<file path="config.mk">
export PLATFORM = sky130hd
export DESIGN_NAME = srpf_queue
export DESIGN_NICKNAME = d
export VERILOG_FILES = /design/src/rtl/core/srpf_pkg.sv /design/src/rtl/core/srpf_queue.sv
export SDC_FILE = /design/constraint.sdc
export NUM_CORES = 1
export LEC_CHECK = 0
export BUFFER_PORTS_ARGS = -buffer_cell sky130_fd_sc_hd__buf_2
export CAP_MARGIN = 25
export CORE_MARGIN = 2
export CORE_UTILIZATION = 40
export CTS_CLUSTER_DIAMETER = 80
export DETAILED_ROUTE_END_ITERATION = 10
export GPL_ROUTABILITY_DRIVEN = 0
export HOLD_SLACK_MARGIN = 0.1
export PLACE_DENSITY_LB_ADDON = 0.12
export SYNTH_ARGS = -nofsm -noshare
export SYNTH_HDL_FRONTEND = slang
export SYNTH_SLANG_ARGS = --single-unit
</file>
<file path="constraint.sdc">
create_clock -name i_clk -period 4.05 [get_ports i_clk]
set_input_delay 0 -clock i_clk [delete_from_list [all_inputs] [get_ports i_clk]]
set_output_delay 0 -clock i_clk [all_outputs]
set_load 0.1 [all_outputs]
</file>
<file path="src/rtl/core/srpf_pkg.sv">
// ----------------------------------------------------------------------------
// srpf_pkg
// Shared constants and types for the short range pair force block.
// ----------------------------------------------------------------------------
package srpf_pkg;

    localparam int POS_FRAC_BITS = 24;

    // register indexes
    localparam logic [1:0] CFG_CUTOFF   = 2'd0;
    localparam logic [1:0] CFG_MIN_DIST = 2'd1;
    localparam logic [1:0] CFG_INV_MASS = 2'd2;

    localparam logic [23:0] CUTOFF_RST   = 24'd167772;
    localparam logic [23:0] MIN_DIST_RST = 24'd1678;
    localparam logic [31:0] INV_MASS_RST = 32'd6553600;

    localparam int SQ_STEPS = 25;                 // root bits of a 49-bit r2
    localparam int Q_BITS   = 63;                 // quotient bits below saturation
    localparam int NUM_W    = 81 + POS_FRAC_BITS; // diff*d*inv_mass << F
    localparam int REM_W    = 75;                 // divider remainder
    localparam int FIFO_DEPTH = 4;
    localparam int FIFO_AW    = $clog2(FIFO_DEPTH);

    typedef struct packed {
        logic [23:0] cutoff;
        logic [23:0] min_dist;
        logic [31:0] inv_mass;
        logic [47:0] cutoff_sq;
        logic [47:0] min_sq;
    } t_cfg;

    // one classified pair handed from front to back
    typedef struct packed {
        logic        inter;
        logic        live;
        logic        negx;
        logic        negy;
        logic [23:0] adx;
        logic [23:0] ady;
        logic [48:0] r2;
    } t_job;

endpackage

</file>
<file path="src/rtl/core/srpf_queue.sv">
// ----------------------------------------------------------------------------
// srpf_queue
// Short queue of classified pairs between front and back.
// ----------------------------------------------------------------------------
module srpf_queue (
    input  logic              i_clk,
    input  logic              i_rst_n,
    input  logic              i_push,
    input  srpf_pkg::t_job    i_job,
    input  logic              i_pop,
    output srpf_pkg::t_job    o_job,
    output logic              o_full,
    output logic              o_empty
);
    import srpf_pkg::*;

    t_job                 r_mem [FIFO_DEPTH];
    logic [FIFO_AW-1:0]   r_wr, r_rd;
    logic [FIFO_AW:0]     r_cnt;

    assign o_full  = r_cnt == (FIFO_AW+1)'(FIFO_DEPTH);
    assign o_empty = r_cnt == '0;
    assign o_job   = r_mem[r_rd];

    always_ff @(posedge i_clk) begin
        if (!i_rst_n) begin
            r_wr  <= '0;
            r_rd  <= '0;
            r_cnt <= '0;
        end else begin
            if (i_push) r_wr <= r_wr + 1'b1;
            if (i_pop)  r_rd <= r_rd + 1'b1;
            if (i_push && !i_pop)      r_cnt <= r_cnt + 1'b1;
            else if (!i_push && i_pop) r_cnt <= r_cnt - 1'b1;
        end
    end

    always_ff @(posedge i_clk) begin
        if (i_push) r_mem[r_wr] <= i_job;
    end

endmodule

</file>
Word level (Yosys, flattened, before mapping)
Memories as Yosys holds them, arrays and structs flattened. A register that Yosys moved wholly into a read port is not among the register bits.
Index checks and enable logic that the tools add are counted.
{ "op_classes": {"addsub": 4, "eq_ne": 1, "muxes": 6, "n_reduce_logical": 6} }
{ "op_table": {"columns": ["op", "count"], "rows": [
  ["$mux W3", 2],
  ["$add A2 B1 Y2 const B", 2],
  ["$mux W2", 2],
  ["$add A3 B1 Y3 const B", 1],
  ["$eq A3 B3 Y1 const B", 1],
  ["$logic_not A3 Y1", 1],
  ["$sub A3 B1 Y3 const B", 1],
  ["$logic_and A1 B1 Y1", 2],
  ["$logic_not A1 Y1", 2],
  ["$mux W1", 2],
  ["$reduce_bool A2 Y1", 1]
]} }
{ "word_totals": {"reg_bits": 7, "mem_bits_rw": 404, "out_inout_bits": 103, "word_cells": 21, "mem_count": 1} }
{ "memory_table": {"columns": ["memory", "words", "width", "read_ports", "rd_ports_with_merged_regs", "wr", "line", "text"], "rows": [
  ["r_mem", 4, 101, 1, 1, 1, "srpf_queue.sv:17", "t_job r_mem [FIFO_DEPTH];"]
]} }

Logic depth before layout (Yosys ltp)
{ "logic_depth": {"word_depth": 4, "mapped_depth": 7, "ltp_nobuf": 7} }

Worst setup path after synthesis
No wires, ideal clock.
{ "synth_path": {"path_type": "register to register", "startpoint": "register r_wr[0]", "endpoint": "memory r_mem[0][0] (netlist bit), enable pin", "arrival_ns": 2.874, "required_ns": 3.579, "setup_slack_ns": 0.705, "stages_incl_launch_ff": 4, "synth_period_minus_slack_ns": 3.345, "cell_sequence": "dfxtp_1 > inv_1 > ha_1 > and2_1"} }
{ "synth_lines": {"columns": ["item", "line", "text"], "rows": [
  ["start, declared", "srpf_queue.sv:18", "logic [FIFO_AW-1:0] r_wr, r_rd;"],
  ["start signal, assigned", "srpf_queue.sv:31", "if (i_push) r_wr <= r_wr + 1'b1;"],
  ["end, declared", "srpf_queue.sv:17", null]
]} }
No word-level cell before the write port.

==> key figures <==
Worst setup path
  • Nature of the critical path startpoint: flip-flop
  • Req. time, crit path: ~4 ns
  • CP Class: flip-flop to output port
  • Crit path max fanout: 23
  • CP arrival: around 2.6 ns
  • Setup crit end kind: output port

Global routing
  • GR Util met2: between 20% and 30%
  • Initial antenna violation count: 2
  • Met3 Use GR: ~3.7%
  • Vias in the first global route: ~7.8k
  • Largest net degree at the start of global routing: between 60 and 70
  • Total track usage: approximately 16%
  • Most Crowded Layer GR: met2
  • Grt met1 use: 20.61%
  • First-pass GRT wire length: 46000 µm
  • Overflow after GRT: 0

Clock tree
  • Num CTS Buffers: 44
  • Clk sinks: between 400 and 500
  • CTS max path bufs: 3
  • H-tree depth: 2
  • Gates resized, CTS repair: 0
  • Root buffer cell: clkbuf_16
  • Number of post-CTS setup repair buffers: 0
  • Clock slew at reported path FFs: approximately 0.06 ns
  • Worst-Skew Late Latency: approximately 0.54 ns
  • TritonCTS clock tree: yes
  • Cts hold-fix bufs: between 100 and 150

Hold path
  • Hold Path Class: input port to flip-flop

Pwr
  • Pwr dens: 566.3 mW/mm²
  • Leak: 6.434 nW
  • Worst IR Drop VDD: approximately 0.39 mV

Floorplanning
  • Core region area: roughly 0.037 mm²
  • Num ports: ~210
  • Starting Density: between 40% and 50%
  • Die Height: a little under 200 µm
  • DIE AREA: 0.03912 mm²
  • Die Wd: between 150 and 200 µm
  • Row cnt: 70

Timing
  • Final setup fails: 0
  • Setup_tns: 0 ns
  • Final worst setup slack: between 1 and 1.5 ns
  • Relative slew margins: ~38%
  • RSZ-0062 raised after global routing: false
  • Worst-Margin Slew: roughly 0.94 ns
  • Final period utilization: between 60% and 70%
  • Max Fclk: 0.3835 GHz
  • Final clock skew: 0.01765 ns
  • Fin. Hold Viols: 0
  • Tmin final: ~2.6 ns
  • Slew Limit Fails: 0

Detailed routing
  • Vias per cell: 5.033
  • WL final: just over 30000 µm
  • Pre-antenna DRT Iters: 4
  • Drt drc: 0
  • Routed Antenna Nets: 0
  • Initial drt markers: 317
  • Total vias in the final route: about 7.1k
  • DR WL/cell: around 22 µm

Final layout
  • Share of layout cells above drive strength 1: 39.77%
  • Nets@finish: 1025
  • Multi-input logic area: between 0.002 and 0.003 mm²
  • Final core occ: approximately half
  • Area Growth Syn to Fin: 26.52%
  • FF+latch area: between 0.01 and 0.015 mm²
  • Fillcell total: around 2.9k

Outcome
  • Status: completed

Synthesis
  • Top cell type by total area after synthesis: edfxtp_1
  • Post-Syn Area: about 0.015 mm²
  • #FFs+latches synth: 413
  • Area share of the largest cell type after synthesis: 80.76%
  • YS warnings: 0
  • Net count after synthesis: 681
  • Mean Syn Cell Area: between 20 and 30 µm²
  • Unique cell type count in the Yosys netlist: 20
  • Synth area leaders: edfxtp_1, mux4_2, dfxtp_1
  • Sequential fraction of the synthesis area: roughly four fifths
  • Gate count after technology mapping: 570

Place
  • Half-perimeter wire length after placement: roughly 18000 µm
  • DP Worst Slack: roughly 1.9 ns
  • PortBufs: between 200 and 250

Run
  • MaxCap Viol Count: 0
[registers in the layout, summed over array words and instances, names as in the netlist, named ones only]
signal	cells
r_wr	2
r_rd	2
r_mem	404
r_cnt	3
[layout make-up]
class	instances	area share [%]
sequential	413	64.82
multi-input combinational	131	13.34
timing repair buffer	320	11.69
clock buffer	54	6.103
tap	468	3.081
clock inverter	21	0.8756
inverter	4	0.07900
antenna	1	0.01317
[kinds of logic after synthesis]
| kind of cell | synth area share, % |
|---|---|
| xor gates and xnor gates | 0.2916 |
| and+or+nand+nor | 0.6080 |
| adders and majority gates | 0.5497 |
| DFF | 81.96 |
| muxes | 15.28 |
| AOI/OAI and AO/OA | 0.08328 |
| buffers and inverters | 1.233 |
[Yosys cell counts]
master / n
or3_1: 1
buf_6: 10
mux2i_1: 2
xor2_1: 3
ha_1: 5
o21ai_0: 1
fa_1: 1
xnor2_1: 2
and2_1: 9
buf_2: 10
nand2_1: 1
inv_1: 4
nor2b_1: 2
mux4_2: 101
nor3b_1: 1
clkbuf_1: 2
dfxtp_1: 9
edfxtp_1: 404
nor3_1: 1
a21boi_0: 1
[power by group]
| part | total (mW) | internal [mW] | switching, mW |
|---|---|---|---|
| clock network | 3.71 | 2.20 | 1.50 |
| logic | 2.07 | 0.473 | 1.59 |
| registers | 4.99 | 4.91 | 0.0761 |
| total | 10.8 | 7.59 | 3.17 |
[per-stage QoR]
| step | instances | hold slack, ns | instance area (µm²) | power (mW) |
|---|---|---|---|---|
| floorplan | 570 | 0.09887 | 15020 | 6.713 |
| global placement | 1231 | 0.2098 | 16630 | 7.058 |
| detailed placement | 1231 | 0.2179 | 16630 | 7.088 |
| CTS | 1411 | 0.1955 | 19000 | 10.90 |
| global route | 1412 | 0.2058 | 19010 | 11.12 |
| finish | 1412 | 0.2191 | 19010 | 10.76 |
[placed cells by master (no fill, tap or decap), types with 2 or more instances in the layout]
master         count
buf_2            207
ha_1               5
and2_4             4
nor2b_1            2
buf_4              2
xnor2_1            2
clkinv_2           4
edfxtp_1         404
clkbuf_1           9
xor2_1             3
bufinv_16          3
mux2i_1            2
dfxtp_1            7
mux4_2           101
inv_1              4
dfxtp_4            2
and2_1             5
dlygate4sd3_1    105
buf_12             6
clkbuf_16         45
clkinv_1          13
[worst max-delay path: stages, from the launching register on]
cell	delay, ns
dfxtp_4	0.63
buf_4	0.51
mux4_2	0.58
buf_2	0.31
[routing by layer]
layer	up-vias	routed length, µm
li1	3141	-
met1	3711	12800
met2	210	15420
met3	43	1811
met4	2	575
met5	-	13
[final timing paths]
check	startpoint	to	slack [ns]	cells after the start
setup reg to reg	r_wr[0]	r_mem[0][78]	1.90	4
setup / recovery	flip-flop	o_job[78]	1.44	3
hold / removal	i_job[26]	r_mem[2][26]	0.22	2
hold reg to reg	r_cnt[2]	r_cnt[2]	0.53	2
Power figures use the tool's default switching activity.
