<file path="config.mk">
export PLATFORM = sky130hd
export DESIGN_NAME = srpf_front
export DESIGN_NICKNAME = d
export VERILOG_FILES = /design/src/rtl/core/srpf_pkg.sv /design/src/rtl/core/srpf_front.sv
export SDC_FILE = /design/constraint.sdc
export NUM_CORES = 2
export LEC_CHECK = 0
export ABC_AREA = 1
export BUFFER_PORTS_ARGS = -buffer_cell sky130_fd_sc_hd__buf_2
export CORE_ASPECT_RATIO = 1.4
export CORE_MARGIN = 5
export CORE_UTILIZATION = 40
export DETAILED_ROUTE_END_ITERATION = 10
export PLACE_DENSITY = 0.6
export SKIP_CTS_REPAIR_TIMING = 1
export SYNTH_ARGS = -nofsm -noshare
export SYNTH_HDL_FRONTEND = slang
export SYNTH_SLANG_ARGS = --single-unit
</file>
<file path="constraint.sdc">
create_clock -name i_clk -period 15.9 [get_ports i_clk]
set_clock_uncertainty 0.1 [all_clocks]
set_input_delay 1.59 -clock i_clk [delete_from_list [all_inputs] [get_ports i_clk]]
set_output_delay 1.59 -clock i_clk [all_outputs]
set_load 0.01 [all_outputs]
</file>
<file path="src/rtl/core/srpf_pkg.sv">
// ----------------------------------------------------------------------------
// srpf_pkg
// Shared constants and types for the short range pair force block.
// ----------------------------------------------------------------------------
package srpf_pkg;

    localparam int POS_FRAC_BITS = 24;

    // register indexes
    localparam logic [1:0] CFG_CUTOFF   = 2'd0;
    localparam logic [1:0] CFG_MIN_DIST = 2'd1;
    localparam logic [1:0] CFG_INV_MASS = 2'd2;

    localparam logic [23:0] CUTOFF_RST   = 24'd167772;
    localparam logic [23:0] MIN_DIST_RST = 24'd1678;
    localparam logic [31:0] INV_MASS_RST = 32'd6553600;

    localparam int SQ_STEPS = 25;                 // root bits of a 49-bit r2
    localparam int Q_BITS   = 63;                 // quotient bits below saturation
    localparam int NUM_W    = 81 + POS_FRAC_BITS; // diff*d*inv_mass << F
    localparam int REM_W    = 75;                 // divider remainder
    localparam int FIFO_DEPTH = 4;
    localparam int FIFO_AW    = $clog2(FIFO_DEPTH);

    typedef struct packed {
        logic [23:0] cutoff;
        logic [23:0] min_dist;
        logic [31:0] inv_mass;
        logic [47:0] cutoff_sq;
        logic [47:0] min_sq;
    } t_cfg;

    // one classified pair handed from front to back
    typedef struct packed {
        logic        inter;
        logic        live;
        logic        negx;
        logic        negy;
        logic [23:0] adx;
        logic [23:0] ady;
        logic [48:0] r2;
    } t_job;

endpackage

</file>
<file path="src/rtl/core/srpf_front.sv">
// ----------------------------------------------------------------------------
// srpf_front
// Takes pair beats, forms |dx|, |dy|, r2 and the cutoff decision.
// ----------------------------------------------------------------------------
module srpf_front (
    input  logic              i_clk,
    input  logic              i_rst_n,
    input  srpf_pkg::t_cfg    i_cfg,
    input  logic              i_in_valid,
    output logic              o_in_ready,
    input  logic [31:0]       i_self_x,
    input  logic [31:0]       i_self_y,
    input  logic [31:0]       i_other_x,
    input  logic [31:0]       i_other_y,
    input  logic              i_full,
    output logic              o_push,
    output srpf_pkg::t_job    o_job
);
    import srpf_pkg::*;

    logic        r_f0_vld, n_f0_vld;
    logic        r_f0_negx, r_f0_negy;
    logic [31:0] r_f0_adx, r_f0_ady;
    logic        r_f1_vld;
    logic        r_f1_oor, r_f1_negx, r_f1_negy;
    logic [23:0] r_f1_adx, r_f1_ady;
    logic [47:0] r_f1_sqx, r_f1_sqy;
    logic        en;
    logic [48:0] r2, min_sq;

    assign en         = !(r_f1_vld && i_full);
    assign o_in_ready = en;
    assign n_f0_vld   = i_in_valid;

    always_ff @(posedge i_clk) begin
        if (!i_rst_n) begin
            r_f0_vld <= 1'b0;
            r_f1_vld <= 1'b0;
        end else if (en) begin
            r_f0_vld <= n_f0_vld;
            r_f1_vld <= r_f0_vld;
        end
    end

    always_ff @(posedge i_clk) begin
        if (en) begin
            r_f0_negx <= i_other_x < i_self_x;
            r_f0_negy <= i_other_y < i_self_y;
            r_f0_adx  <= (i_other_x < i_self_x) ? i_self_x - i_other_x : i_other_x - i_self_x;
            r_f0_ady  <= (i_other_y < i_self_y) ? i_self_y - i_other_y : i_other_y - i_self_y;
            r_f1_oor  <= (r_f0_adx > {8'd0, i_cfg.cutoff}) || (r_f0_ady > {8'd0, i_cfg.cutoff});
            r_f1_negx <= r_f0_negx;
            r_f1_negy <= r_f0_negy;
            r_f1_adx  <= r_f0_adx[23:0];
            r_f1_ady  <= r_f0_ady[23:0];
            r_f1_sqx  <= 48'(r_f0_adx[23:0]) * 48'(r_f0_adx[23:0]);
            r_f1_sqy  <= 48'(r_f0_ady[23:0]) * 48'(r_f0_ady[23:0]);
        end
    end

    // sum, cutoff compare and clamp to the minimum distance
    always_comb begin
        r2     = 49'(r_f1_sqx) + 49'(r_f1_sqy);
        min_sq = 49'(i_cfg.min_sq);
        o_job.inter = !r_f1_oor && (r2 <= 49'(i_cfg.cutoff_sq));
        o_job.r2    = (r2 < min_sq) ? min_sq : r2;
        o_job.live  = o_job.inter && (o_job.r2 != 49'd0);
        o_job.negx  = r_f1_negx;
        o_job.negy  = r_f1_negy;
        o_job.adx   = r_f1_adx;
        o_job.ady   = r_f1_ady;
    end

    assign o_push = r_f1_vld && !i_full;

endmodule

</file>
# Word level (Yosys, flattened, before mapping)
# Index checks and enable logic that the tools add are counted.
# W data, S select, Z words.
# word_totals
reg_bits	215
in_bits	308
output_inout_bits	103
wordCells	38
# op_classes
n_addsub	5
n_mul	2
magnitude_cmp	6
muxes	3
n_reduce_logical	9
# ops
cell	count
$sub A32 B32 Y32	4
$mul A24 B24 Y48	2
$gt A32 B24 Y1	2
$lt A32 B32 Y1	2
$mux W32	2
$add A48 B48 Y49	1
$le A49 B48 Y1	1
$lt A49 B48 Y1	1
$mux W49	1
$reduce_bool A49 Y1	1
$logic_and A1 B1 Y1	4
$logic_not A1 Y1	3
$logic_or A1 B1 Y1	1

# Depth between registers and ports, before layout
# logic_depth
ltp_word	5
mapped_depth	35
mapped_depth_nobuf	34

# Worst setup path before layout
# OpenSTA, ideal clock, no wires.
# synth_path
path_kind	input-to-output
startpoint	in i_full
endpoint	out o_in_ready
arrival_time_ps	6077
required_time_ps	14210
path_slack_ps	8133
cell_stages	1
n_path_buf	0
cell_sequence	nand2_1
# synth_via
elab_chain_cells	2
# synth_lines
item	line_no	rtl
from (decl)	srpf_front.sv:15	input logic i_full,
$logic_and A1 B1 Y1	srpf_front.sv:31	assign en = !(r_f1_vld && i_full);
$logic_not A1 Y1	srpf_front.sv:31	
to (decl)	srpf_front.sv:10	output logic o_in_ready,
# Every way passes these cells.

==> flow_summary.yaml <==
die:
  initial_core_util_pct: 40.2
  die_h_um: 448
  boundaryPins: 411
  die_w_um: 323
  core_um2: 136000
  row_count: 160
  dieArea_um2: 144000
synth:
  syn_nets: 8818
  synth_edf_count: 209
  async_flop_share_pct: 0
  synthXorXnorAreaFrac_pct: 3.09
  syn_avg_cell_area_um2: 7.82
  synth-compound-area-share_pct: 9.11
  ys.flop_type: "edfxtp_1"
  synth_common_cells: "2083 x inv_1, 1301 x nand2_1, 848 x fa_1"
  netlist_instances: 6994
  ys_seq_area_share_pct: 11.5
  synth.distinct_cells: 62
  synth-simple-area-share_pct: 14.3
  synthesis.area_um2: 54700
  ys_warn_count: 0
  post-synth-top-count-cell: "inv_1"
  synthMuxAreaShare_pct: 0.238
  ys_top_cells_by_area: "fa_1 31%, ha_1 15%, inv_1 14%, edfxtp_1 11%, nand2_1 8.9%"
  synth_top_area_share_pct: 31.0
  ys_ff_latch: 211
  synth_top_cell_by_area: "fa_1"
  synth_fa_ha_area_share_pct: 46.3
  synth_top_family_by_area: "adder cells"
timing:
  finalSetupTns_ns: 0
  rsz0062_at_grt: "false"
  min_period_ns: 8.21
  timing.fmax_mhz: 122
  period_share_pct: 51.7
  relSlewSlack_pct: 37.1
  final_hold_viol_count: 0
  setup_viol: 0
  tightest_slew_ns: 0.944
  report.final.slew_viol_count: 0
setup_path:
  crit_required_ns: 14.21
  cp-end-kind: "output pin"
  reg2reg_depth: 28
  cp_num_buf_inv: 3
  cpLargestDelayFamily: "simple AND/OR/NAND/NOR gates"
  ff2ff_setup_slack_ns: 8.21
  crit_top_cell: "nand2_1"
  critPathMaxFanout: 52
  cp-start-kind: "flip-flop"
  r2r_start: "r_f0_ady[8]"
  cp_slowest_cell: "nor3b_1"
  critPathMaxStageDelay_ns: 0.45
  timing.rr.end: "r_f1_sqy[45]"
  critPathKind: "reg -> out"
  cp.arrival_ns: 6.52
hold_path:
  hold_path_depth: 0
  worstHoldPathType: "reg -> reg"
  holdPathEnd: "r_f1_negy"
  min_from: "r_f0_negy"
layout:
  multi_input_area_um2: 40000
  fillers: 13800
  synthToLayoutAreaGrowth_pct: 8.62
  drive_gt1_share_pct: 6.56
  stdcell_count: 9102
  nNetsFinal: 9123
  regArea_um2: 6320
cts:
  cts_buffer_depth: 3
  clk_pin_slew_worst_paths_ns: 0.07
  cts-root-buf: "clkbuf_16"
  htree_levels: 1
  cts_tree: "done"
  numCtsBuffers: 26
  cts.sinks: 211
  clock_latency_ns: 0.59
global_routing:
  grt_pass1_wl_um: 263000
  grt_pass1_vias: 49200
  grt.overflow.total: 0
  grt_usage_pct: 23.2
  antenna_found_initial: 1
  grt_start_max_net_pins: 72
run:
  drv_cap: 0
routing:
  dr_total_vias: 45200
  drc_errors: 0
  drt_first_pass_iters: 6
  wl_per_cell_um: 18.2
  totalWireLength_um: 166000
  drt_iter0_markers: 2298
  drtAntennaViolNets: 0
  routed_via_density: 4.97
placement:
  port_buffers: 354
  post-place-cells: 9053
  place_congestion: 0.957
  place_hpwl_um: 141000
outcome:
  status: "finished, final reports clean"
## how the worst max path moves through the flow
| stage | start | to | slack [ns] | cells after the start |
|---|---|---|---|---|
| CTS | r_f1_sqy[4] | o_job[99] | 7.56 | 31 |
| global placement | r_f1_sqy[3] | o_job[99] | 8.19 | 31 |
| finish | r_f1_sqy[4] | o_job[99] | 7.69 | 32 |
| global route | r_f1_sqy[3] | o_job[99] | 7.09 | 32 |
| detailed placement | r_f1_sqy[4] | o_job[99] | 8.19 | 31 |
| floorplan | i_full | o_in_ready | 8.13 | 1 |
## flip-flops by register name, summed over array words and instances (netlist names)
name / flops
r_f1_sqx: 46
r_f1_sqy: 46
r_f0_adx: 32
r_f0_ady: 32
r_f1_adx: 24
r_f1_ady: 24
r_f0_negx: 1
r_f0_negy: 1
r_f0_vld: 1
r_f1_negx: 1
r_f1_negy: 1
r_f1_oor: 1
r_f1_vld: 1
## placed cells by master, fill, tap and decap left out, types with 5 or more instances in the layout
| cell | instances |
|---|---|
| inv_1 | 2083 |
| nand2_1 | 1300 |
| fa_1 | 848 |
| ha_1 | 668 |
| a21oi_1 | 425 |
| nor2_1 | 388 |
| buf_2 | 354 |
| o21ai_0 | 259 |
| edfxtp_1 | 209 |
| xor2_1 | 128 |
| nand3_1 | 124 |
| xnor2_1 | 65 |
| buf_4 | 53 |
| nor3_1 | 52 |
| o21a_1 | 42 |
| nand4_1 | 32 |
| a31oi_1 | 31 |
| clkbuf_16 | 27 |
| o211ai_1 | 23 |
| nor4_1 | 22 |
| o21bai_1 | 21 |
| o21ai_1 | 16 |
| mux2i_1 | 13 |
| a21o_1 | 12 |
| a211oi_1 | 11 |
| o2111ai_1 | 9 |
| a21boi_0 | 8 |
| o31ai_1 | 7 |
| o221a_2 | 6 |
| and3_1 | 5 |
| nand3b_1 | 5 |
## cell families after synthesis
kind of cell | count (synthesis)
compound gates | 893
buf+inv | 2217
mux | 13
simple gates | 1951
xor+xnor | 193
flops | 211
fa+ha+maj | 1516
## per-layer routing
metal / part of all wire, % / vias up / track usage (%)
met5: 0 / - / 0
met4: 6.8 / 0 / 13.0
met3: 4.4 / 414 / 2.24
met2: 51 / 1291 / 42.9
met1: 38 / 21800 / 25.9
li1: - / 21700 / -
## metrics by stage
stage / area [µm²] / utilization [%] / setup WS [ns] / hold WS [ns]
after floorplan: 54700 / - / 8.13 / 0.300
after global placement: 58500 / 43.1 / 8.19 / 0.318
after detailed placement: 58500 / 43.1 / 8.19 / 0.312
after CTS: 59400 / 43.7 / 7.56 / 0.325
after global routing: 59400 / 43.7 / 7.09 / 0.340
final: 59400 / 43.7 / 7.69 / 0.320
## final cells by class
class	instances	area share, %
Clock buffer	30	1.19
Multi-Input combinational cell	4566	67.3
Timing Repair Buffer	407	3.65
Sequential cell	211	10.6
Antenna cell	1	0.00421
Clock inverter	18	0.272
Inverter	2087	13.2
Tap cell	1782	3.75
Power is not shown: default switching activity piles up to over one toggle a cycle in this logic, so the estimate is an artifact.
